[config.mk]
export PLATFORM = sky130hd
export DESIGN_NAME = cw_stage
export DESIGN_NICKNAME = d
export VERILOG_FILES = /design/src/rtl/core/cw_pkg.sv /design/src/rtl/core/cw_stage.sv
export SDC_FILE = /design/constraint.sdc
export NUM_CORES = 2
export LEC_CHECK = 0
export BUFFER_PORTS_ARGS = -buffer_cell sky130_fd_sc_hd__buf_2
export CORE_ASPECT_RATIO = 1.25
export CORE_MARGIN = 5
export CORE_UTILIZATION = 61
export DETAILED_ROUTE_END_ITERATION = 12
export PLACE_DENSITY_LB_ADDON = 0.1
export REMOVE_ABC_BUFFERS = 1
export SYNTH_ARGS = -nofsm -noshare
export SYNTH_HDL_FRONTEND = slang
export SYNTH_SLANG_ARGS = --single-unit
[constraint.sdc]
create_clock -name aclk -period 19.75 [get_ports aclk]
set_clock_uncertainty 0.15 [all_clocks]
set_input_delay 1.975 -clock aclk [delete_from_list [all_inputs] [get_ports aclk]]
set_output_delay 1.975 -clock aclk [all_outputs]
set_load 0.03 [all_outputs]
[src/rtl/core/cw_pkg.sv]
// ----------------------------------------------------------------------------
// Chebyshev waveshaper package
// Widths, formats and shared types for the Chebyshev polynomial waveshaper.
// ----------------------------------------------------------------------------
package cw_pkg;

    localparam int ORDER   = 8;
    localparam int NREG    = 8;
    localparam int XW      = 16;
    localparam int TW      = 18;
    localparam int PW      = XW + TW;
    localparam int RW      = PW - 13;
    localparam int AW      = 40;
    localparam int YW      = AW - 15;
    localparam int OW      = 19;
    localparam int WW      = 16;
    localparam int CFG_IW  = 4;
    localparam int REG_IW  = $clog2(NREG);

    typedef logic signed [XW-1:0] sample_t;
    typedef logic signed [TW-1:0] term_t;
    typedef logic signed [PW-1:0] prod_t;
    typedef logic signed [AW-1:0] acc_t;
    typedef logic signed [WW-1:0] weight_t;
    typedef logic signed [OW-1:0] out_t;
    typedef weight_t weights_t [NREG];

    localparam term_t   ONE_Q15       = term_t'(32768);
    localparam weight_t WEIGHT_T1_RST = weight_t'(32767);
    localparam logic signed [PW:0] STEP_ROUND = (PW+1)'(8192);
    localparam acc_t    ACC_ROUND     = acc_t'(16384);
    localparam logic signed [YW-1:0] OUT_MAX = YW'(262143);
    localparam logic signed [YW-1:0] OUT_MIN = -(YW'(262144));

    typedef struct packed {
        sample_t x;
        term_t   t1;
        term_t   t2;
        acc_t    acc;
    } stage_data_t;

endpackage

[src/rtl/core/cw_stage.sv]
// ----------------------------------------------------------------------------
// Chebyshev waveshaper recurrence stage
// Forms Tn = round(2*x*T(n-1)) - T(n-2) and adds the weighted T(n-1) term.
// ----------------------------------------------------------------------------
module cw_stage (
    input  logic                 aclk,
    input  logic                 aresetn,
    input  logic                 in_valid,
    output logic                 in_ready,
    input  cw_pkg::stage_data_t  in_data,
    input  cw_pkg::weight_t      weight,
    output logic                 out_valid,
    input  logic                 out_ready,
    output cw_pkg::stage_data_t  out_data
);

    logic                        valid_reg;
    cw_pkg::stage_data_t         data_reg;
    cw_pkg::stage_data_t         data_next;
    cw_pkg::prod_t               step_prod;
    cw_pkg::prod_t               weight_prod;
    logic signed [cw_pkg::PW:0]  step_sum;
    logic signed [cw_pkg::RW-1:0] step_rnd;
    logic signed [cw_pkg::RW-1:0] step_diff;

    assign in_ready = !valid_reg || out_ready;

    always_comb begin
        step_prod   = cw_pkg::prod_t'(in_data.x) * cw_pkg::prod_t'(in_data.t1);
        weight_prod = cw_pkg::prod_t'(weight) * cw_pkg::prod_t'(in_data.t1);
        step_sum    = (cw_pkg::PW+1)'(step_prod) + cw_pkg::STEP_ROUND;
        step_rnd    = $signed(step_sum[cw_pkg::PW:14]);
        step_diff   = step_rnd - cw_pkg::RW'(in_data.t2);
        data_next.x   = in_data.x;
        data_next.t1  = cw_pkg::term_t'(step_diff);
        data_next.t2  = in_data.t1;
        data_next.acc = in_data.acc + cw_pkg::acc_t'(weight_prod);
    end

    always_ff @(posedge aclk) begin
        if (!aresetn) begin
            valid_reg <= 1'b0;
        end else if (in_ready) begin
            valid_reg <= in_valid;
        end
    end

    always_ff @(posedge aclk) begin
        if (in_ready && in_valid) begin
            data_reg <= data_next;
        end
    end

    assign out_valid = valid_reg;
    assign out_data  = data_reg;

endmodule

==> results.cfg <==
[synthesis]
synthFlopType = edfxtp_1
synth_seq_area_share = 0.1060
synth_edf_count = 92
yosysTopAreaCellShare = 0.4795
synth.distinct_cells = 70
synth_cells = 2651
yosysWarnings = 0
syn_area_per_cell_um2 = 9.906
synth_area_um2 = 26260
yosysTopAreaCell = fa_1
synth.area.top_cells = fa_1 (48%), edfxtp_1 (11%), ha_1 (10%)
synth-async-reset-ratio = 0
synth_seq_cells = 93

[floorplanning]
rows = 85
die_area_um2 = 47330
die_h_um = 242.0
die_w_um = 195.6
core_area_um2 = 42860
initial_utilization = 0.6127
ios = 206

[detailed_routing]
initialDrtViolationCount = 840
via_count = 18000
ant_nets = 0
vias_per_cell = 5.394
avgRoutedWirePerCell_um = 18.71
drc_errors = 0
wl_um = 62420
drt-pass1-iter-count = 6

[setup_path]
cpPeakStageDelay_ps = 600
startpoint = in_data[65]
path_class = in2reg
start_kind = input pin
critPathCaptureType = register
arrival_ps = 10110
path_max_fanout = 33
cp_slowest_cell = buf_2
r2r_start = out_valid
r2r-end = out_data[91]
critPathRequiredTime_ps = 19740
r2r_slack_ps = 17560
crit_end = out_data[75]
reg2reg_depth = 3

[clock_network]
clock_latency_ps = 400
cts.sinks = 93
cts_tree = built
cts_root_buf = clkbuf_16
clk_pin_slew_ps = 90
cts_buffer_depth = 2
cts_buffers = 9
cts_resized = 0
holdBufCountCts = 0
cts_max_level = 3
cts_setup_buffers = 0

[sta]
maxSlewHeadroom = 0.2032
rsz0062_at_grt = false
setup_tns_ps = 0
timing.fmax_mhz = 98.86
finalHoldViolations = 0
min_period_over_period = 0.5122
tightestPinTransition_ps = 1192
final-setup-viol-count = 0
layout_min_cycle_time_ps = 10120
hold_slack_ps = 391.4
finalMaxSlewViolations = 0

[placement]
gp_congestion = 0.8843
place.detailed.hpwl_um = 49760
portBuffers = 205
placed_cell_area_um2 = 27620

[global_routing]
grt_pass1_vias = 20720
met1_usage = 0.3421
antenna_found_initial = 5
use_met2 = 0.4902
grt_pass1_wl_um = 105000
grt_max_degree = 49
grt-busiest-layer = met2
gr-usage-met3 = 0.03909
track_usage = 0.2789
overflow = 0

[layout]
fin_nets = 3715
mostFrequentLayoutCells = inv_1 (664), fa_1 (629), nand2_1 (333), and2_1 (225), ha_1 (210)
design_area_um2 = 27940
layout_commonest_cell = inv_1
nFillCells = 3493
synthToLayoutAreaGrowth_pct = 6.380
drive_above_1_share = 0.09101

[min_path]
min-delay-path-class = reg2reg
hold_start = out_valid

[run_status]
status = finished, final reports clean

[flow_run]
maxCapViolations = 0
-- per-stage QoR --
step | utilization | setup slack (ps) | std cells
detailed placement | 0.6443 | 9286 | 3318
floorplan | - | 10620 | 2545
finish | 0.6518 | 9634 | 3336
CTS | 0.6517 | 9697 | 3334
global route | 0.6517 | 9265 | 3335
global placement | 0.6443 | 9390 | 3318
-- layer usage --
layer	wire length, um	vias to the layer above	share of wire
li1	-	8032	-
met2	32640	516	0.52
met3	2721	172	0.044
met5	7	-	0.00011
met4	3191	2	0.051
met1	23860	9273	0.38
-- how the worst min path moves through the flow --
stage | depth (start not counted) | slack, ps | to
finish | 2 | 390 | out_valid
global route | 2 | 440 | out_valid
CTS | 2 | 390 | out_valid
detailed placement | 2 | 380 | out_valid
global placement | 2 | 350 | out_valid
floorplan | 2 | 730 | out_valid
-- state kept, by name, indices dropped and copies added (netlist names) --
name	count
out_data	92
out_valid	1
-- cells by family (layout without fill, tap and decap cells) --
logic type      count (synthesis)  in the layout  synth area share
simple gates                  707            707            0.1318
buf+inv                       770            888            0.1102
flops                          93             93            0.1060
compound gates                159            159           0.04417
mux                             1              1         0.0003812
other cells                     0              2                 0
fa+ha+maj                     839            839            0.5796
xor+xnor                       82             82           0.02787
-- area by class of cell --
type                       count  area [um^2]  share of cell area
timing repair buffer         208         1049             0.03753
clock inverter                 7        88.84            0.003180
clock buffer                   9        225.2            0.008062
multi-input combinational   1788        20590              0.7369
antenna                        2        5.005           0.0001792
inverter                     664         2492             0.08922
tap                          565        706.9             0.02531
sequential                    93         2783             0.09961
-- synth_stat cells, types with 21 or more instances --
master	count
inv_1	664
nor3_1	22
xnor2_1	63
nand2_1	333
edfxtp_1	92
nand2b_1	29
a21o_1	21
a21oi_1	47
nor2_1	49
clkbuf_1	103
o21ai_0	22
ha_1	210
and2_1	226
fa_1	629
-- worst max-delay path: cells and delay by family --
kind	cells	cell delay, ps
XOR/XNOR	1	380
adder cells (fa/ha/maj)	8	3650
AND/OR/NAND/NOR	6	1020
AO/OA/AOI/OAI	8	2110
buffers and inverters	7	940
Power is not shown: default switching activity piles up to over one toggle a cycle in this logic, so the estimate is an artifact.
