## src/rtl/core/cw_pkg.sv

```systemverilog
// ----------------------------------------------------------------------------
// Chebyshev waveshaper package
// Widths, formats and shared types for the Chebyshev polynomial waveshaper.
// ----------------------------------------------------------------------------
package cw_pkg;

    localparam int ORDER   = 8;
    localparam int NREG    = 8;
    localparam int XW      = 16;
    localparam int TW      = 18;
    localparam int PW      = XW + TW;
    localparam int RW      = PW - 13;
    localparam int AW      = 40;
    localparam int YW      = AW - 15;
    localparam int OW      = 19;
    localparam int WW      = 16;
    localparam int CFG_IW  = 4;
    localparam int REG_IW  = $clog2(NREG);

    typedef logic signed [XW-1:0] sample_t;
    typedef logic signed [TW-1:0] term_t;
    typedef logic signed [PW-1:0] prod_t;
    typedef logic signed [AW-1:0] acc_t;
    typedef logic signed [WW-1:0] weight_t;
    typedef logic signed [OW-1:0] out_t;
    typedef weight_t weights_t [NREG];

    localparam term_t   ONE_Q15       = term_t'(32768);
    localparam weight_t WEIGHT_T1_RST = weight_t'(32767);
    localparam logic signed [PW:0] STEP_ROUND = (PW+1)'(8192);
    localparam acc_t    ACC_ROUND     = acc_t'(16384);
    localparam logic signed [YW-1:0] OUT_MAX = YW'(262143);
    localparam logic signed [YW-1:0] OUT_MIN = -(YW'(262144));

    typedef struct packed {
        sample_t x;
        term_t   t1;
        term_t   t2;
        acc_t    acc;
    } stage_data_t;

endpackage

```

## src/rtl/core/cw_cfg.sv

```systemverilog
// ----------------------------------------------------------------------------
// Chebyshev waveshaper weight registers
// Holds the eight Q1.15 polynomial weights written through the config port.
// ----------------------------------------------------------------------------
module cw_cfg (
    input  logic                        aclk,
    input  logic                        aresetn,
    input  logic                        cfg_we,
    input  logic [cw_pkg::CFG_IW-1:0]   cfg_index,
    input  logic [cw_pkg::WW-1:0]       cfg_data,
    output cw_pkg::weights_t            weights
);

    cw_pkg::weights_t weights_reg;
    cw_pkg::weights_t weights_next;

    always_comb begin
        weights_next = weights_reg;
        if (cfg_we && (cfg_index < cw_pkg::CFG_IW'(cw_pkg::NREG))) begin
            weights_next[cfg_index[cw_pkg::REG_IW-1:0]] = cw_pkg::weight_t'(cfg_data);
        end
    end

    always_ff @(posedge aclk) begin
        if (!aresetn) begin
            for (int i = 0; i < cw_pkg::NREG; i++) begin
                weights_reg[i] <= '0;
            end
            weights_reg[0] <= cw_pkg::WEIGHT_T1_RST;
        end else begin
            weights_reg <= weights_next;
        end
    end

    assign weights = weights_reg;

endmodule

```

## config.mk

```make
export PLATFORM = sky130hd
export DESIGN_NAME = cw_cfg
export DESIGN_NICKNAME = d
export VERILOG_FILES = /design/src/rtl/core/cw_pkg.sv /design/src/rtl/core/cw_cfg.sv
export SDC_FILE = /design/constraint.sdc
export NUM_CORES = 1
export LEC_CHECK = 0
export BUFFER_PORTS_ARGS = -buffer_cell sky130_fd_sc_hd__buf_4
export CAP_MARGIN = 10
export CORE_MARGIN = 4
export CORE_UTILIZATION = 45
export CTS_BUF_LIST = sky130_fd_sc_hd__clkbuf_4 sky130_fd_sc_hd__clkbuf_8
export DETAILED_ROUTE_END_ITERATION = 12
export MAX_ROUTING_LAYER = met4
export PLACE_DENSITY = 0.77
export SYNTH_ARGS = -nofsm -noshare
export SYNTH_HDL_FRONTEND = slang
export SYNTH_SLANG_ARGS = --single-unit
```

## constraint.sdc

```tcl
create_clock -name aclk -period 1.11 [get_ports aclk]
set_input_delay 0.111 -clock aclk [delete_from_list [all_inputs] [get_ports aclk]]
set_output_delay 0.111 -clock aclk [all_outputs]
set_load 0.03 [all_outputs]
```

==> results_dict.tcl, run 1 <==
set metrics [dict create \
    finalClockSkew_ns 0 \
    cts_made_buffers 17 \
    synth_cell_types 21 \
    io_buffers 150 \
    gp_congestion 0.808 \
    area_growth_syn_to_layout_pct 41.3 \
    htreeDepth 4 \
    critical-path-top-delay-family "flip-flops" \
    synthCells 460 \
    final_common_cell "buf_4" \
    cts_buffer_depth 2 \
    hold_viol_final 0 \
    largest_register_ffs 128 \
    grt_max_degree 79 \
    dp_slack_ns -0.156 \
    cp_slowest_stage_delay_ns 0.38 \
    fin_crit_ns 1.08 \
    synth.net_count 483 \
    place_hpwl_um 9240 \
    status "completed" \
    clk_pin_slew_ns 0.07 \
    num_vias 3886 \
    min_path_type "in2reg" \
    initial_core_util_pct 46.0 \
    setup_ws_ns 0.0328 \
    cp-start-kind "flop" \
    grt_pass1_vias 3969 \
    relSlewSlack_pct 73.4 \
    cts_tree "done" \
    antenna_cells_inserted 0 \
    yosysWarningCount 0 \
    cp_slowest_cell "dfxtp_1" \
    p_leak_nw 3.16 \
    worstSetupEndpointType "primary output" \
    tightest_slew_ns 0.399 \
    die_area_um2 12200 \
    crit_chain "buf_4" \
    critPathBufInv 1 \
    crit_fanout 2 \
    synth_area_um2 4730 \
    final_cell_mix "165 x buf_4, 130 x nand2_1, 122 x dfxtp_1" \
    cap_violations 0 \
    critPathArrivalTime_ns 0.97 \
    antenna_found_initial 0 \
    wire_per_inst_um 16.9 \
    num_io_pins 151 \
    powerDensity_nw_per_um2 1390 \
    period_share_pct 97.0 \
    overflow 0 \
    fin_nets 659 \
    grt_pass1_wl_um 20700 \
    nFillCells 817 \
    rsz0062_at_grt "no" \
    ctsRootBufferMaster "clkbuf_8" \
    cts.sinks 128 \
    synth-seq-cells 128 \
    ant_nets 0 \
    postCtsSetupBuffers 0 \
    avgViaCountPerCell 4.96 \
    drtIter0Drc 183 \
    core_um2 10300 \
    drive_above_1_share_pct 33.4 \
    finalPower_w 0.00930 \
    crit_type "reg2out" \
    die_y_um 111 \
    ir_worst_vdd_mv 0.817 \
    drtPass1Iterations 4 \
    max_freq_mhz 928 \
    clk_latency_ns 0.41 \
    num_rows 37 \
    routed_wl_um 13200 \
    syn_avg_cell_area_um2 10.3 \
    die_x_um 111 \
    setup_viol 0 \
    cp.required_ns 1.00 \
    post-route-util_pct 65.0 \
    drc_errors 0 \
    grtUsageTotal_pct 21.7 \
    ys_seq_area_share_pct 54.2 \
    finalMaxSlewViolations 0 \
]
==> worst paths after layout <==
check | from | end | slack (ns) | depth (start not counted)
worst max-delay path | weights[99] | weights[99] | 0.03 | 1
worst min-delay path | aresetn | weights[76] | 0.03 | 3
worst max register to register | weights[127] | weights[127] | 0.41 | 2
worst min register to register | weights[62] | weights[62] | 0.46 | 2
==> synthesized netlist by cell type <==
library cell | n | area share, %
buf_6 | 5 | 1.2
nand2_1 | 130 | 10
nand3b_1 | 2 | 0.32
clkbuf_1 | 14 | 1.1
buf_2 | 5 | 0.53
nand3_1 | 15 | 1.6
mux2i_1 | 113 | 24
dfxtp_1 | 128 | 54
buf_4 | 6 | 0.95
nor3b_1 | 2 | 0.32
and3_1 | 1 | 0.13
buf_1 | 2 | 0.16
or3_1 | 1 | 0.13
and2_0 | 1 | 0.13
buf_12 | 1 | 0.42
o211ai_1 | 15 | 2.4
nor2_2 | 1 | 0.13
nor2_1 | 1 | 0.079
nand3b_4 | 1 | 0.42
nor3b_4 | 1 | 0.40
inv_1 | 15 | 1.2
==> metal layers <==
layer | track usage, % | share of wire [%] | up-vias
met5 | - | 0 | -
met4 | 5.42 | 0.74 | 0
met3 | 6.08 | 6.3 | 10
met2 | 36.1 | 50 | 134
met1 | 25.9 | 43 | 1870
li1 | - | - | 1872
==> metrics by stage <==
step / cell area [um2] / std cells / setup TNS (ns) / hold WS (ns)
after global placement: 6140 / 738 / -5.29 / 0.366
after global routing: 6680 / 783 / 0 / 0.00800
after floorplan: 4730 / 460 / -0.211 / 0.272
after CTS: 6680 / 783 / 0 / 0.000251
final: 6680 / 783 / 0 / 0.0293
after detailed placement: 6140 / 738 / -7.14 / 0.375
==> worst min-delay path, delay by kind of cell <==
kind	cells	cell delay [ns]
simple gates	1	0.07
mux	1	0.05
buf+inv	1	0.15
==> final cells by class <==
type | count | area [um2] | area share [%]
sequential | 128 | 2570 | 38.5
multi-input combinational | 284 | 1910 | 28.6
timing repair buffer | 190 | 1590 | 23.8
clock buffer | 20 | 269 | 4.03
tap | 136 | 170 | 2.55
clock inverter | 10 | 114 | 1.70
inverter | 15 | 56.3 | 0.843
==> cell families (layout without fill, tap and decap cells) <==
group	after synthesis	in the layout	synth area share (%)
AO/OA/AOI/OAI	15	15	2.38
buffers and inverters	48	235	5.56
AND/OR/NAND/NOR	156	156	14.0
flip-flops	128	128	54.2
multiplexers	113	113	23.9
==> timing repair <==
| action | in CTS | in global routing |
|---|---|---|
| hold buffers | 15 | 0 |
| setup endpoints to repair | 0 | 6 |
| hold endpoints to repair | 15 | 0 |
| resized for setup | 0 | 6 |
==> power breakdown <==
| part | internal, W | switching, W | leakage [nW] |
|---|---|---|---|
| sequential | 0.00466 | 0.0000408 | 1.04 |
| combinational | 0.000305 | 0.000458 | 1.94 |
| clock | 0.00211 | 0.00174 | 0.186 |
| total | 0.00707 | 0.00223 | 3.16 |
No activity file was read; power rests on OpenSTA's default activity.
==> inputs of run 2 (changes only) <==
Settings changed: ABC_AREA set to 1, PLACE_DENSITY 0.77 to 0.74.
==> results_dict.tcl, run 2 <==
set metrics [dict create \
    ys_seq_area_share_pct 50.7 \
    io_buffers 150 \
    gp_congestion 0.804 \
    area_growth_syn_to_layout_pct 41.6 \
    cap_violations 0 \
    status "finished, violations left" \
    fin_crit_ns 1.11 \
    syn_avg_cell_area_um2 7.17 \
    antenna_cells_inserted 0 \
    powerDensity_nw_per_um2 1410 \
    cts_tree "done" \
    worstSetupEndpointType "flop" \
    synthAdderAreaFrac_pct 0 \
    p_leak_nw 3.35 \
    antenna_found_initial 0 \
    place_hpwl_um 10200 \
    relSlewSlack_pct 67.0 \
    violations "setup timing" \
    finalMaxSlewViolations 0 \
    routed_wl_um 15300 \
    critPathArrivalTime_ns 1.44 \
    synth_compound_area_share_pct 0 \
    synth_xor_area_share_pct 0 \
    grt_pass1_vias 4758 \
    period_share_pct 100 \
    ant_nets 0 \
    reg2reg_slack_ns 0.49 \
    post-route-util_pct 65.5 \
    initial_core_util_pct 46.2 \
    cts.sinks 128 \
    synth_cell_types 14 \
    crit_fanout 7 \
    grt_pass1_wl_um 23700 \
    htreeDepth 4 \
    avgViaCountPerCell 4.87 \
    num_io_pins 151 \
    drive_above_1_share_pct 27.1 \
    synthMuxAreaShare_pct 0 \
    synth_area_um2 5060 \
    largest_register_ffs 128 \
    min_from "aresetn" \
    num_vias 5030 \
    drtIter0Drc 346 \
    cts_made_buffers 17 \
    ir_worst_vdd_mv 0.740 \
    r2r-end "weights[50]" \
    hold_viol_final 0 \
    synthFlopType "dfxtp_1" \
    setup_viol 1 \
    yosysWarningCount 0 \
    cts_buffer_depth 2 \
    die_area_um2 13000 \
    ctsRootBufferMaster "clkbuf_8" \
    min_path_type "in2reg" \
    cp-start-kind "primary input" \
    synth.largest_area_cell "dfxtp_1" \
    postCtsSetupBuffers 0 \
    die_y_um 114 \
    drtPass1Iterations 5 \
    r2r_cells 2 \
    tightest_slew_ns 0.495 \
    synth_top_family_by_area "simple AND/OR/NAND/NOR gates" \
    rr_startpoint "weights[50]" \
    whs_ns 0.144 \
    overflow 0 \
    clk_pin_slew_ns 0.08 \
    die_x_um 114 \
    nFillCells 929 \
    fin_nets 903 \
    synthCells 705 \
    synth.most_common_cell "nor2_1" \
    dp_slack_ns -0.0735 \
    synth.top_cell.area_share_pct 50.7 \
    final_common_cell "nor2_1" \
    max_freq_mhz 900 \
    async_flop_share_pct 0 \
    worstHoldEndpoint "weights[117]" \
    crit_type "in2reg" \
    synth_top_cells_by_area "dfxtp_1 51%, nor2_1 17%, nand2_1 16%, nand3_1 6.3%, buf_6 3.6%" \
    wire_per_inst_um 14.8 \
    min_path_cells 3 \
    num_rows 38 \
    synth_edf_count 0 \
    grt_max_degree 73 \
    drc_errors 0 \
    synth-seq-cells 128 \
    final_cell_mix "226 x nor2_1, 212 x nand2_1, 136 x buf_4" \
    grtUsageTotal_pct 24.4 \
    finalClockSkew_ns 0 \
    core_um2 10900 \
    setup_ws_ns -0.00136 \
    cp.required_ns 1.43 \
    yosys-top-cells-count "226 x nor2_1, 212 x nand2_1, 128 x dfxtp_1" \
    yosys.area_share.simple_pct 41.9 \
    clk_latency_ns 0.42 \
    synth.net_count 728 \
]
## run 2: per-layer routing
layer	up-vias	part of all wire, %	track usage, %
met3	45	8.7	6.68
met5	-	0	-
met4	0	4.1	12.7
met2	211	48	37.9
li1	2493	-	-
met1	2281	39	28.9
## run 2: how the worst max path moves through the flow
stage,end,cells past startpoint,start
2_1_floorplan,weights[112],7,cfg_index[3]
3_3_place_gp,weights[125],8,cfg_index[3]
3_5_place_dp,weights[118],8,cfg_index[3]
4_1_cts,weights[55],1,weights[55]
5_1_grt,weights[50],1,weights[50]
6_report,weights[27],6,cfg_data[11]
## run 2: logic make-up (layout without fill, tap and decap cells)
group | after synthesis | after routing
AND/OR/NAND/NOR | 515 | 515
flip-flops | 128 | 128
buffers and inverters | 62 | 250
## run 2: through the flow
| step | instances | TNS [ns] | area, um2 | power [W] |
|---|---|---|---|---|
| after floorplan | 705 | 0 | 5060 | 0.00550 |
| after global placement | 986 | -0.573 | 6460 | 0.00595 |
| after detailed placement | 986 | -2.58 | 6460 | 0.00598 |
| after CTS | 1033 | 0 | 7030 | 0.0101 |
| after global routing | 1033 | -0.0379 | 7160 | 0.0104 |
| final | 1033 | -0.00136 | 7160 | 0.0101 |
## run 2: cell type report
cell class                      instances  area [um2]  area share, %
Tap cell                              140         175           2.45
Clock inverter                         14         165           2.31
Clock buffer                           18         248           3.46
Sequential cell                       128        2580           36.1
Inverter                               24        90.1           1.26
Timing Repair Buffer                  194        1780           24.8
Multi-Input combinational cell        515        2120           29.6
## run 2: power breakdown
part / leakage, nW / total (W) / internal (W) / switching, W
Clock: 0.197 / 0.00413 / 0.00227 / 0.00186
Combinational: 2.11 / 0.00118 / 0.000449 / 0.000730
Sequential: 1.04 / 0.00476 / 0.00469 / 0.0000650
Total: 3.35 / 0.0101 / 0.00741 / 0.00265
## run 2: timing repair
action,CTS,global route
endpoints found under the hold margin,15,0
endpoints found under the setup margin,0,37
hold buffers,15,0
resized for setup,0,46
## run 2: worst max-delay path, stage by stage
cell	delay, ns
dlygate4sd3_1	0.55
buf_4	0.14
inv_1	0.36
nand3_1	0.15
nand2_1	0.08
nor2_1	0.04
