$ cat src/rtl/core/cw_pkg.sv
// ----------------------------------------------------------------------------
// Chebyshev waveshaper package
// Widths, formats and shared types for the Chebyshev polynomial waveshaper.
// ----------------------------------------------------------------------------
package cw_pkg;

    localparam int ORDER   = 8;
    localparam int NREG    = 8;
    localparam int XW      = 16;
    localparam int TW      = 18;
    localparam int PW      = XW + TW;
    localparam int RW      = PW - 13;
    localparam int AW      = 40;
    localparam int YW      = AW - 15;
    localparam int OW      = 19;
    localparam int WW      = 16;
    localparam int CFG_IW  = 4;
    localparam int REG_IW  = $clog2(NREG);

    typedef logic signed [XW-1:0] sample_t;
    typedef logic signed [TW-1:0] term_t;
    typedef logic signed [PW-1:0] prod_t;
    typedef logic signed [AW-1:0] acc_t;
    typedef logic signed [WW-1:0] weight_t;
    typedef logic signed [OW-1:0] out_t;
    typedef weight_t weights_t [NREG];

    localparam term_t   ONE_Q15       = term_t'(32768);
    localparam weight_t WEIGHT_T1_RST = weight_t'(32767);
    localparam logic signed [PW:0] STEP_ROUND = (PW+1)'(8192);
    localparam acc_t    ACC_ROUND     = acc_t'(16384);
    localparam logic signed [YW-1:0] OUT_MAX = YW'(262143);
    localparam logic signed [YW-1:0] OUT_MIN = -(YW'(262144));

    typedef struct packed {
        sample_t x;
        term_t   t1;
        term_t   t2;
        acc_t    acc;
    } stage_data_t;

endpackage

$ cat src/rtl/core/cw_tail.sv
// ----------------------------------------------------------------------------
// Chebyshev waveshaper output stages
// Adds the last weighted term, then rounds the Q.30 sum to Q.15 and saturates.
// ----------------------------------------------------------------------------
module cw_tail (
    input  logic                 aclk,
    input  logic                 aresetn,
    input  logic                 in_valid,
    output logic                 in_ready,
    input  cw_pkg::stage_data_t  in_data,
    input  cw_pkg::weight_t      weight,
    output logic                 out_valid,
    input  logic                 out_ready,
    output cw_pkg::out_t         out_sample
);

    logic                         mac_valid_reg;
    cw_pkg::acc_t                 acc_reg;
    cw_pkg::acc_t                 acc_next;
    cw_pkg::prod_t                weight_prod;
    logic                         mac_ready;
    logic                         out_valid_reg;
    cw_pkg::out_t                 sample_reg;
    cw_pkg::out_t                 sample_next;
    cw_pkg::acc_t                 acc_rsum;
    logic signed [cw_pkg::YW-1:0] acc_rnd;

    assign mac_ready = !out_valid_reg || out_ready;
    assign in_ready  = !mac_valid_reg || mac_ready;

    always_comb begin
        weight_prod = cw_pkg::prod_t'(weight) * cw_pkg::prod_t'(in_data.t1);
        acc_next    = in_data.acc + cw_pkg::acc_t'(weight_prod);
    end

    always_comb begin
        acc_rsum = acc_reg + cw_pkg::ACC_ROUND;
        acc_rnd  = $signed(acc_rsum[cw_pkg::AW-1:15]);
        if (acc_rnd > cw_pkg::OUT_MAX) begin
            sample_next = cw_pkg::out_t'(cw_pkg::OUT_MAX);
        end else if (acc_rnd < cw_pkg::OUT_MIN) begin
            sample_next = cw_pkg::out_t'(cw_pkg::OUT_MIN);
        end else begin
            sample_next = cw_pkg::out_t'(acc_rnd);
        end
    end

    always_ff @(posedge aclk) begin
        if (!aresetn) begin
            mac_valid_reg <= 1'b0;
            out_valid_reg <= 1'b0;
        end else begin
            if (in_ready) begin
                mac_valid_reg <= in_valid;
            end
            if (mac_ready) begin
                out_valid_reg <= mac_valid_reg;
            end
        end
    end

    always_ff @(posedge aclk) begin
        if (in_ready && in_valid) begin
            acc_reg <= acc_next;
        end
        if (mac_ready && mac_valid_reg) begin
            sample_reg <= sample_next;
        end
    end

    assign out_valid  = out_valid_reg;
    assign out_sample = sample_reg;

endmodule
$ cat config.mk
export PLATFORM = sky130hd
export DESIGN_NAME = cw_tail
export DESIGN_NICKNAME = d
export VERILOG_FILES = /design/src/rtl/core/cw_pkg.sv /design/src/rtl/core/cw_tail.sv
export SDC_FILE = /design/constraint.sdc
export NUM_CORES = 1
export LEC_CHECK = 0
export ABC_AREA = 1
export BUFFER_PORTS_ARGS = -buffer_cell sky130_fd_sc_hd__buf_2
export CAP_MARGIN = 20
export CORE_MARGIN = 8
export CORE_UTILIZATION = 58
export CTS_CLUSTER_SIZE = 30
export DETAILED_ROUTE_END_ITERATION = 6
export PLACE_DENSITY = 0.81
export SYNTH_ARGS = -nofsm -noshare
export SYNTH_HDL_FRONTEND = slang
export SYNTH_SLANG_ARGS = --single-unit
$ cat constraint.sdc
create_clock -name aclk -period 5.95 [get_ports aclk]
set_clock_uncertainty 0.15 [all_clocks]
set_input_delay 0.2975 -clock aclk [delete_from_list [all_inputs] [get_ports aclk]]
set_output_delay 0.2975 -clock aclk [all_outputs]
set_load 0.005 [all_outputs]
==> reports/metrics.json, run 1 <==
{
  "fill_cells": 2275,
  "post-route-worst-setup-slack_ps": 148,
  "remaining_drc_errors": 0,
  "yosys.area.top_type_share": 0.437,
  "setup.worst_path.end_class": "flip-flop",
  "post_synth_instance_area_um2": 16100,
  "dr.pass1.iters": 5,
  "floorplan.die_area_um2": 33300,
  "cts_num_sinks": 47,
  "outcome": "finished, final reports clean",
  "num_vias": 13000,
  "drt_iter0_drc": 835,
  "grt_first_pass_wirelength_um": 67500,
  "worst_ep_required_time_ps": 5840,
  "drive_above_1_share": 0.137,
  "flip_flop_count_of_the_largest_register_all_copies_and_words_added": 26,
  "critPathMaxStageDelay_ps": 610,
  "cts_tree": "yes",
  "final_nets": 2770,
  "drv.max_cap_violation_count": 0,
  "slew_viol_final": 0,
  "grt_overflow_total": 0,
  "max-slew-margin-rel": 0.294,
  "rsz0062_at_grt": "yes",
  "h_tree_level_count": 2,
  "gr-usage-all-layers": 0.254,
  "cts.clk_slew.worst_paths_ps": 70,
  "avgSynthCellArea_um2": 7.94,
  "max-clock-path-buffers": 2,
  "cp_slowest_cell": "sky130_fd_sc_hd__fa_1",
  "fmaxAchievable_ghz": 0.172,
  "initial_core_util": 0.583,
  "grt_start_max_net_pins": 27,
  "routed_wirelength_um": 40200,
  "wire_per_inst_um": 15.6,
  "core_region_area_um2": 27600,
  "synthToLayoutAreaGrowth_pct": 13.1,
  "count_of_standard_cell_rows": 61,
  "worst-endpoint-arrival_ps": 5690,
  "critPathLaunchType": "input pin",
  "vertical_die_dimension_um": 182,
  "compound_cell_area_share_of_the_yosys_netlist": 0.0348,
  "final-hold-violation-count": 0,
  "port_buffers": 98,
  "criticalPathCategory": "input pin to flip-flop",
  "synthCells": 2022,
  "worst_path_most_repeated_cell": "sky130_fd_sc_hd__fa_1",
  "largest_family_of_logic_cells_by_synthesized_area": "adder cells",
  "final-setup-viol-count": 0,
  "synth.yosys.seq_area_share": 0.0866,
  "synth.area.mux_share": 0,
  "synth_simple_gate_area_share": 0.176,
  "total_number_of_yosys_warnings": 0,
  "die_w_um": 182,
  "io-pin-count": 133,
  "worst-path-max-fanout": 9,
  "yosys.cell_types.count": 38,
  "yosys_register_bits": 47,
  "fin_setup_tns_ps": 0,
  "synth_area_leaders": "sky130_fd_sc_hd__fa_1, sky130_fd_sc_hd__inv_1, sky130_fd_sc_hd__nand2_1",
  "worst_r2r_path_depth": 8,
  "gp_congestion": 0.925,
  "antenna_left": 0,
  "clock_latency_ps": 290,
  "final_period_utilization": 0.975,
  "cts.root.buffer_cell": "sky130_fd_sc_hd__clkbuf_16",
  "placement.setup.worst_slack_ps": -336,
  "dpl.hpwl_um": 35900,
  "cts_made_buffers": 5,
  "max_slew.worst_pin.slew_ps": 1060,
  "number_of_global_route_vias_before_repair": 14100,
  "yosys.area.top_type": "sky130_fd_sc_hd__fa_1",
  "routed_via_density": 5.04,
  "yosys.area_share.adder": 0.525,
  "hold_class": "input pin to flip-flop",
  "yosys.area_share.xor_xnor": 0.0196,
  "grt_antenna_before_repair": 1,
  "final.min_clock_period_ps": 5800,
  "synthesis.nets": 2597,
  "worstHoldPathCells": 3
}
-- Yosys cell counts --
master	n
sky130_fd_sc_hd__nor2_4	1
sky130_fd_sc_hd__a31oi_1	6
sky130_fd_sc_hd__edfxtp_1	45
sky130_fd_sc_hd__xor2_1	26
sky130_fd_sc_hd__nand4_1	11
sky130_fd_sc_hd__and3_1	2
sky130_fd_sc_hd__clkbuf_1	63
sky130_fd_sc_hd__o21ai_4	2
sky130_fd_sc_hd__clkinv_1	1
sky130_fd_sc_hd__nand3b_1	4
sky130_fd_sc_hd__nor4_1	3
sky130_fd_sc_hd__xnor2_1	10
sky130_fd_sc_hd__buf_1	1
sky130_fd_sc_hd__o211ai_1	1
sky130_fd_sc_hd__inv_2	1
sky130_fd_sc_hd__a21boi_0	3
sky130_fd_sc_hd__and2_1	1
sky130_fd_sc_hd__inv_1	607
sky130_fd_sc_hd__nor2_1	107
sky130_fd_sc_hd__or2_2	3
sky130_fd_sc_hd__nor3_1	10
sky130_fd_sc_hd__ha_1	112
sky130_fd_sc_hd__buf_6	1
sky130_fd_sc_hd__nand2_2	7
sky130_fd_sc_hd__buf_4	1
sky130_fd_sc_hd__a21oi_1	46
sky130_fd_sc_hd__o21bai_1	5
sky130_fd_sc_hd__dfxtp_1	2
sky130_fd_sc_hd__fa_1	351
sky130_fd_sc_hd__nand3_2	2
sky130_fd_sc_hd__nor2_2	6
sky130_fd_sc_hd__nor3_2	2
sky130_fd_sc_hd__a21o_1	5
sky130_fd_sc_hd__o21a_1	2
sky130_fd_sc_hd__nand2_1	513
sky130_fd_sc_hd__a31o_2	1
sky130_fd_sc_hd__nand3_1	32
sky130_fd_sc_hd__o21ai_0	26
-- repair_timing --
| item | CTS | global route |
|---|---|---|
| resized for setup | 2 | 42 |
| setup buffers | 0 | 1 |
| setup endpoints to repair | 2 | 12 |
| pin swaps | 0 | 6 |
| endpoints found under the hold margin | 0 | 0 |
| hold buffers | 0 | 0 |
| gates cloned | 0 | 0 |
-- path summary, 6_finish.rpt --
kind                 startpoint             end  slack, ps
setup / recovery    in_data[75]     acc_reg[37]        150
hold / removal          aresetn       out_valid         90
hold reg to reg   mac_valid_reg       out_valid        330
setup reg to reg    acc_reg[14]  out_sample[14]       3540
-- critical path, delay by kind of cell --
kind / cells / cell delay (ps)
and+or+nand+nor: 5 / 380
adders and majority gates: 7 / 3380
AOI/OAI and AO/OA: 3 / 580
buffers and inverters: 10 / 1050
-- cells by family after synthesis --
family          Yosys count
compound gates           97
flops                    47
xor+xnor                 36
fa+ha+maj               463
simple gates            704
buf+inv                 675
-- metrics by stage --
step            util  instances  hold WS (ps)  cell area, µm²
6_report       0.660       2575          91.4           18200
5_1_grt        0.659       2574           107           18200
4_1_cts        0.654       2573          91.2           18000
3_5_place_dp   0.648       2565           319           17800
3_3_place_gp   0.648       2565           304           17800
2_1_floorplan      -       2022           279           16100
-- area by class of cell --
type	instances	area, µm²	area share
Antenna cell	1	2.50	0.000138
Clock buffer	5	125	0.00689
Clock inverter	3	42.5	0.00234
Inverter	609	2290	0.126
Multi-Input combinational cell	1300	12300	0.675
Sequential cell	47	1390	0.0766
Tap cell	378	473	0.0260
Timing Repair Buffer	232	1580	0.0870
-- routing by layer --
layer / track usage / routed length, µm
met4: 0.0945 / 1590
met3: 0.0382 / 2660
met5: 0 / 8
met2: 0.443 / 19600
met1: 0.315 / 16300
-- cell usage in the layout, fill, tap and decap left out, types with 4 or more instances in the layout --
| cell | instances |
|---|---|
| sky130_fd_sc_hd__buf_12 | 6 |
| sky130_fd_sc_hd__ha_1 | 107 |
| sky130_fd_sc_hd__a21oi_1 | 40 |
| sky130_fd_sc_hd__nand3b_1 | 4 |
| sky130_fd_sc_hd__a21o_1 | 5 |
| sky130_fd_sc_hd__nand2_1 | 510 |
| sky130_fd_sc_hd__nor2_2 | 13 |
| sky130_fd_sc_hd__inv_1 | 604 |
| sky130_fd_sc_hd__nand4_1 | 11 |
| sky130_fd_sc_hd__edfxtp_1 | 45 |
| sky130_fd_sc_hd__fa_2 | 5 |
| sky130_fd_sc_hd__nor2_1 | 100 |
| sky130_fd_sc_hd__clkbuf_16 | 5 |
| sky130_fd_sc_hd__buf_2 | 94 |
| sky130_fd_sc_hd__nand3_1 | 31 |
| sky130_fd_sc_hd__a21oi_2 | 6 |
| sky130_fd_sc_hd__a31oi_1 | 6 |
| sky130_fd_sc_hd__fa_1 | 346 |
| sky130_fd_sc_hd__nand2_2 | 10 |
| sky130_fd_sc_hd__nor3_2 | 7 |
| sky130_fd_sc_hd__o21ai_0 | 23 |
| sky130_fd_sc_hd__nor3_1 | 5 |
| sky130_fd_sc_hd__inv_2 | 4 |
| sky130_fd_sc_hd__o21bai_1 | 5 |
| sky130_fd_sc_hd__buf_4 | 129 |
| sky130_fd_sc_hd__xnor2_1 | 10 |
| sky130_fd_sc_hd__xor2_1 | 26 |
Power of run 1 is not shown: default switching activity piles up to over one toggle a cycle in this logic, so the estimate is an artifact.
==> run 2: changes to the inputs <==
--- a/config.mk
+++ b/config.mk
@@ -13,6 +13,7 @@
 export CTS_CLUSTER_SIZE = 30
 export DETAILED_ROUTE_END_ITERATION = 6
 export PLACE_DENSITY = 0.81
+export SKIP_CTS_REPAIR_TIMING = 1
 export SYNTH_ARGS = -nofsm -noshare
 export SYNTH_HDL_FRONTEND = slang
 export SYNTH_SLANG_ARGS = --single-unit
==> constraint.sdc (replaced) <==
create_clock -name aclk -period 5.95 [get_ports aclk]
set_clock_uncertainty 0.15 [all_clocks]
set_input_delay 0.8925 -clock aclk [delete_from_list [all_inputs] [get_ports aclk]]
set_output_delay 0.8925 -clock aclk [all_outputs]
set_load 0.005 [all_outputs]
==> run 2 against run 1 <==
Register-to-register slack improved by 70 ps; worst setup slack got worse by 310 ps; routed wire length increased by 13%; flip-flop and latch count unchanged; die area unchanged; maximum frequency decreased by 5.0%; sequential share of layout area decreased by 0.84 points; core utilization increased by 8.1 points; hold slack improved by 260 ps; non-clock buffer count increased by 79; the run now ends with DRC, setup timing left; final cell count increased by 3.0%; critical path type unchanged; global-route usage decreased by 0.30 points.
==> reports/metrics.json, run 2 (synthesis results as in run 1) <==
{
  "grt_antenna_before_repair": {"value": 0, "change": "was 1"},
  "grt_overflow_total": {"value": 0, "change": "unchanged"},
  "number_of_global_route_vias_before_repair": {"value": 14400, "change": "was 14100"},
  "worst-path-max-fanout": {"value": 11, "change": "was 9"},
  "whs": {"value": 350, "unit": "ps", "change": "was 91.4 ps"},
  "criticalPathCategory": {"value": "input pin to flip-flop", "change": "unchanged"},
  "drt_iter0_drc": {"value": 883, "change": "was 835"},
  "max-clock-path-buffers": {"value": 2, "change": "unchanged"},
  "h_tree_level_count": {"value": 2, "change": "unchanged"},
  "final.min_clock_period": {"value": 6110, "unit": "ps", "change": "was 5800 ps"},
  "synthToLayoutAreaGrowth": {"value": 27.0, "unit": "%", "change": "was 13.1%"},
  "cp_slowest_cell": {"value": "sky130_fd_sc_hd__fa_2", "change": "was sky130_fd_sc_hd__fa_1"},
  "fin_setup_tns": {"value": -1100, "unit": "ps", "change": "was 0 ps"},
  "remaining_drc_errors": {"value": 3, "change": "was 0"},
  "worst-endpoint-arrival": {"value": 5990, "unit": "ps", "change": "was 5690 ps"},
  "drv.max_cap_violation_count": {"value": 0, "change": "unchanged"},
  "post-route-worst-setup-slack": {"value": -158, "unit": "ps", "change": "was 148 ps"},
  "fmaxAchievable": {"value": 0.164, "unit": "GHz", "change": "was 0.172 GHz"},
  "max-slew-margin-rel": {"value": 0.351, "change": "was 0.294"},
  "layout.cells.most_common": {"value": "sky130_fd_sc_hd__inv_1", "change": "unchanged"},
  "dr.pass1.iters": {"value": 7, "change": "was 5"},
  "wire_per_inst": {"value": 17.1, "unit": "µm", "change": "was 15.6 µm"},
  "worst_ep_required_time": {"value": 5840, "unit": "ps", "change": "about the same"},
  "cts.clk_slew.worst_paths": {"value": 60, "unit": "ps", "change": "was 70 ps"},
  "final-setup-viol-count": {"value": 18, "change": "was 0"},
  "final-hold-violation-count": {"value": 0, "change": "unchanged"},
  "io-pin-count": {"value": 133, "change": "unchanged"},
  "drive_above_1_share": {"value": 0.270, "change": "was 0.137"},
  "outcome": {"value": "finished, violations left", "change": "was finished, final reports clean"},
  "routed_wirelength": {"value": 45400, "unit": "µm", "change": "was 40200 µm"},
  "count_of_standard_cell_rows": {"value": 61, "change": "unchanged"},
  "cp_cell_sequence": "buf_6 > nand2_2 > inv_1 > fa_2 > fa_2 > inv_2 > fa_2 > inv_4 > fa_1 > fa_1 > inv_1 > fa_1 > inv_2 > ha_4 > nand2_4 > nor2_4 > inv_2 > nor3_4 > and2_4 > nand4_1 > nand4_1 > nand2_1",
  "num_vias": {"value": 13900, "change": "was 13000"},
  "hold_class": {"value": "flip-flop to flip-flop", "change": "was input pin to flip-flop"},
  "port_buffers": {"value": 98, "change": "unchanged"},
  "dpl.cell_count": {"value": 2603, "change": "was 2565"},
  "cts.root.buffer_cell": {"value": "sky130_fd_sc_hd__clkbuf_16", "change": "unchanged"},
  "flip_flop_count_of_the_largest_register_all_copies_and_words_added": {"value": 26, "change": "unchanged"},
  "dpl.hpwl": {"value": 35900, "unit": "µm", "change": "about the same"},
  "final_period_utilization": {"value": 1.03, "change": "was 0.975"},
  "core_region_area": {"value": 27600, "unit": "µm²", "change": "unchanged"},
  "vertical_die_dimension": {"value": 182, "unit": "µm", "change": "unchanged"},
  "crit_start": {"value": "weight[2]", "change": "was in_data[75]"},
  "finish.utilization": {"value": 0.741, "change": "was 0.660"},
  "gp_congestion": {"value": 0.927, "change": "was 0.925"},
  "holdCritStartpoint": {"value": "mac_valid_reg", "change": "was aresetn"},
  "clock_latency": {"value": 290, "unit": "ps", "change": "about the same"},
  "most-common-layout-cells": {"value": "sky130_fd_sc_hd__inv_1, sky130_fd_sc_hd__nand2_1, sky130_fd_sc_hd__fa_1", "change": "unchanged"},
  "initial_core_util": {"value": 0.583, "change": "unchanged"},
  "violations_in_the_final_reports": "DRC, setup timing",
  "floorplan.die_area": {"value": 33300, "unit": "µm²", "change": "unchanged"},
  "cts_tree": {"value": "yes", "change": "unchanged"},
  "cts_num_sinks": {"value": 47, "change": "unchanged"},
  "max_slew.worst_pin.slew": {"value": 972, "unit": "ps", "change": "was 1060 ps"},
  "grt_start_max_net_pins": {"value": 27, "change": "unchanged"},
  "slew_viol_final": {"value": 0, "change": "unchanged"},
  "critPathMaxStageDelay": {"value": 630, "unit": "ps", "change": "was 610 ps"},
  "gr-usage-all-layers": {"value": 0.251, "change": "was 0.254"},
  "routed_via_density": {"value": 5.23, "change": "was 5.04"},
  "critPathLaunchType": {"value": "input pin", "change": "unchanged"},
  "r2r_path_start": {"value": "acc_reg[15]", "change": "was acc_reg[14]"},
  "finish.cell_count_without_fillers": {"value": 2653, "change": "was 2575"},
  "grt_first_pass_wirelength": {"value": 67500, "unit": "µm", "change": "about the same"},
  "final_nets": {"value": 2849, "change": "was 2770"},
  "antenna_cells": {"value": 0, "change": "was 1"},
  "cts_made_buffers": {"value": 5, "change": "unchanged"},
  "die_w": {"value": 182, "unit": "µm", "change": "unchanged"},
  "rsz0062_at_grt": {"value": "yes", "change": "unchanged"},
  "antenna_left": {"value": 0, "change": "unchanged"},
  "setup.worst_path.end_class": {"value": "flip-flop", "change": "unchanged"}
}
## run 2: path summary, 6_finish.rpt
path / end / slack, ps / cells past startpoint
max: acc_reg[36] / -160 / 22
min: out_valid / 350 / 2
max reg2reg: out_sample[10] / 3610 / 11
min reg2reg: out_valid / 350 / 2
## run 2: per-layer routing
layer  up-vias  part of all wire  GRT usage
met1      6759              0.37      0.308
met4         0             0.057     0.0886
li1       6259                 -          -
met3       213             0.064     0.0330
met5         -                 0          0
met2       645              0.51      0.448
## run 2: final cells by class
class | count | area (µm²)
clock buffers | 7 | 133
clock inverters | 1 | 30.0
fillers | 1858 | 7140
inverters | 609 | 2300
multi-input cells | 1300 | 13500
flip-flops and latches | 47 | 1390
well taps | 378 | 473
repair buffers | 311 | 2560
## run 2: worst max-delay path: cells and delay by family
kind	cells	cell delay (ps)
and+or+nand+nor	8	1050
buffers and inverters	7	550
adders and majority gates	7	3480
## run 2: metrics by stage
step	worst slack [ps]	instance area, µm²
final	-158	20400
after floorplan	-258	16500
after CTS	-373	18700
after global routing	-346	20400
after detailed placement	-663	18500
after global placement	-516	18500
Power of run 2 is left out for the same reason.
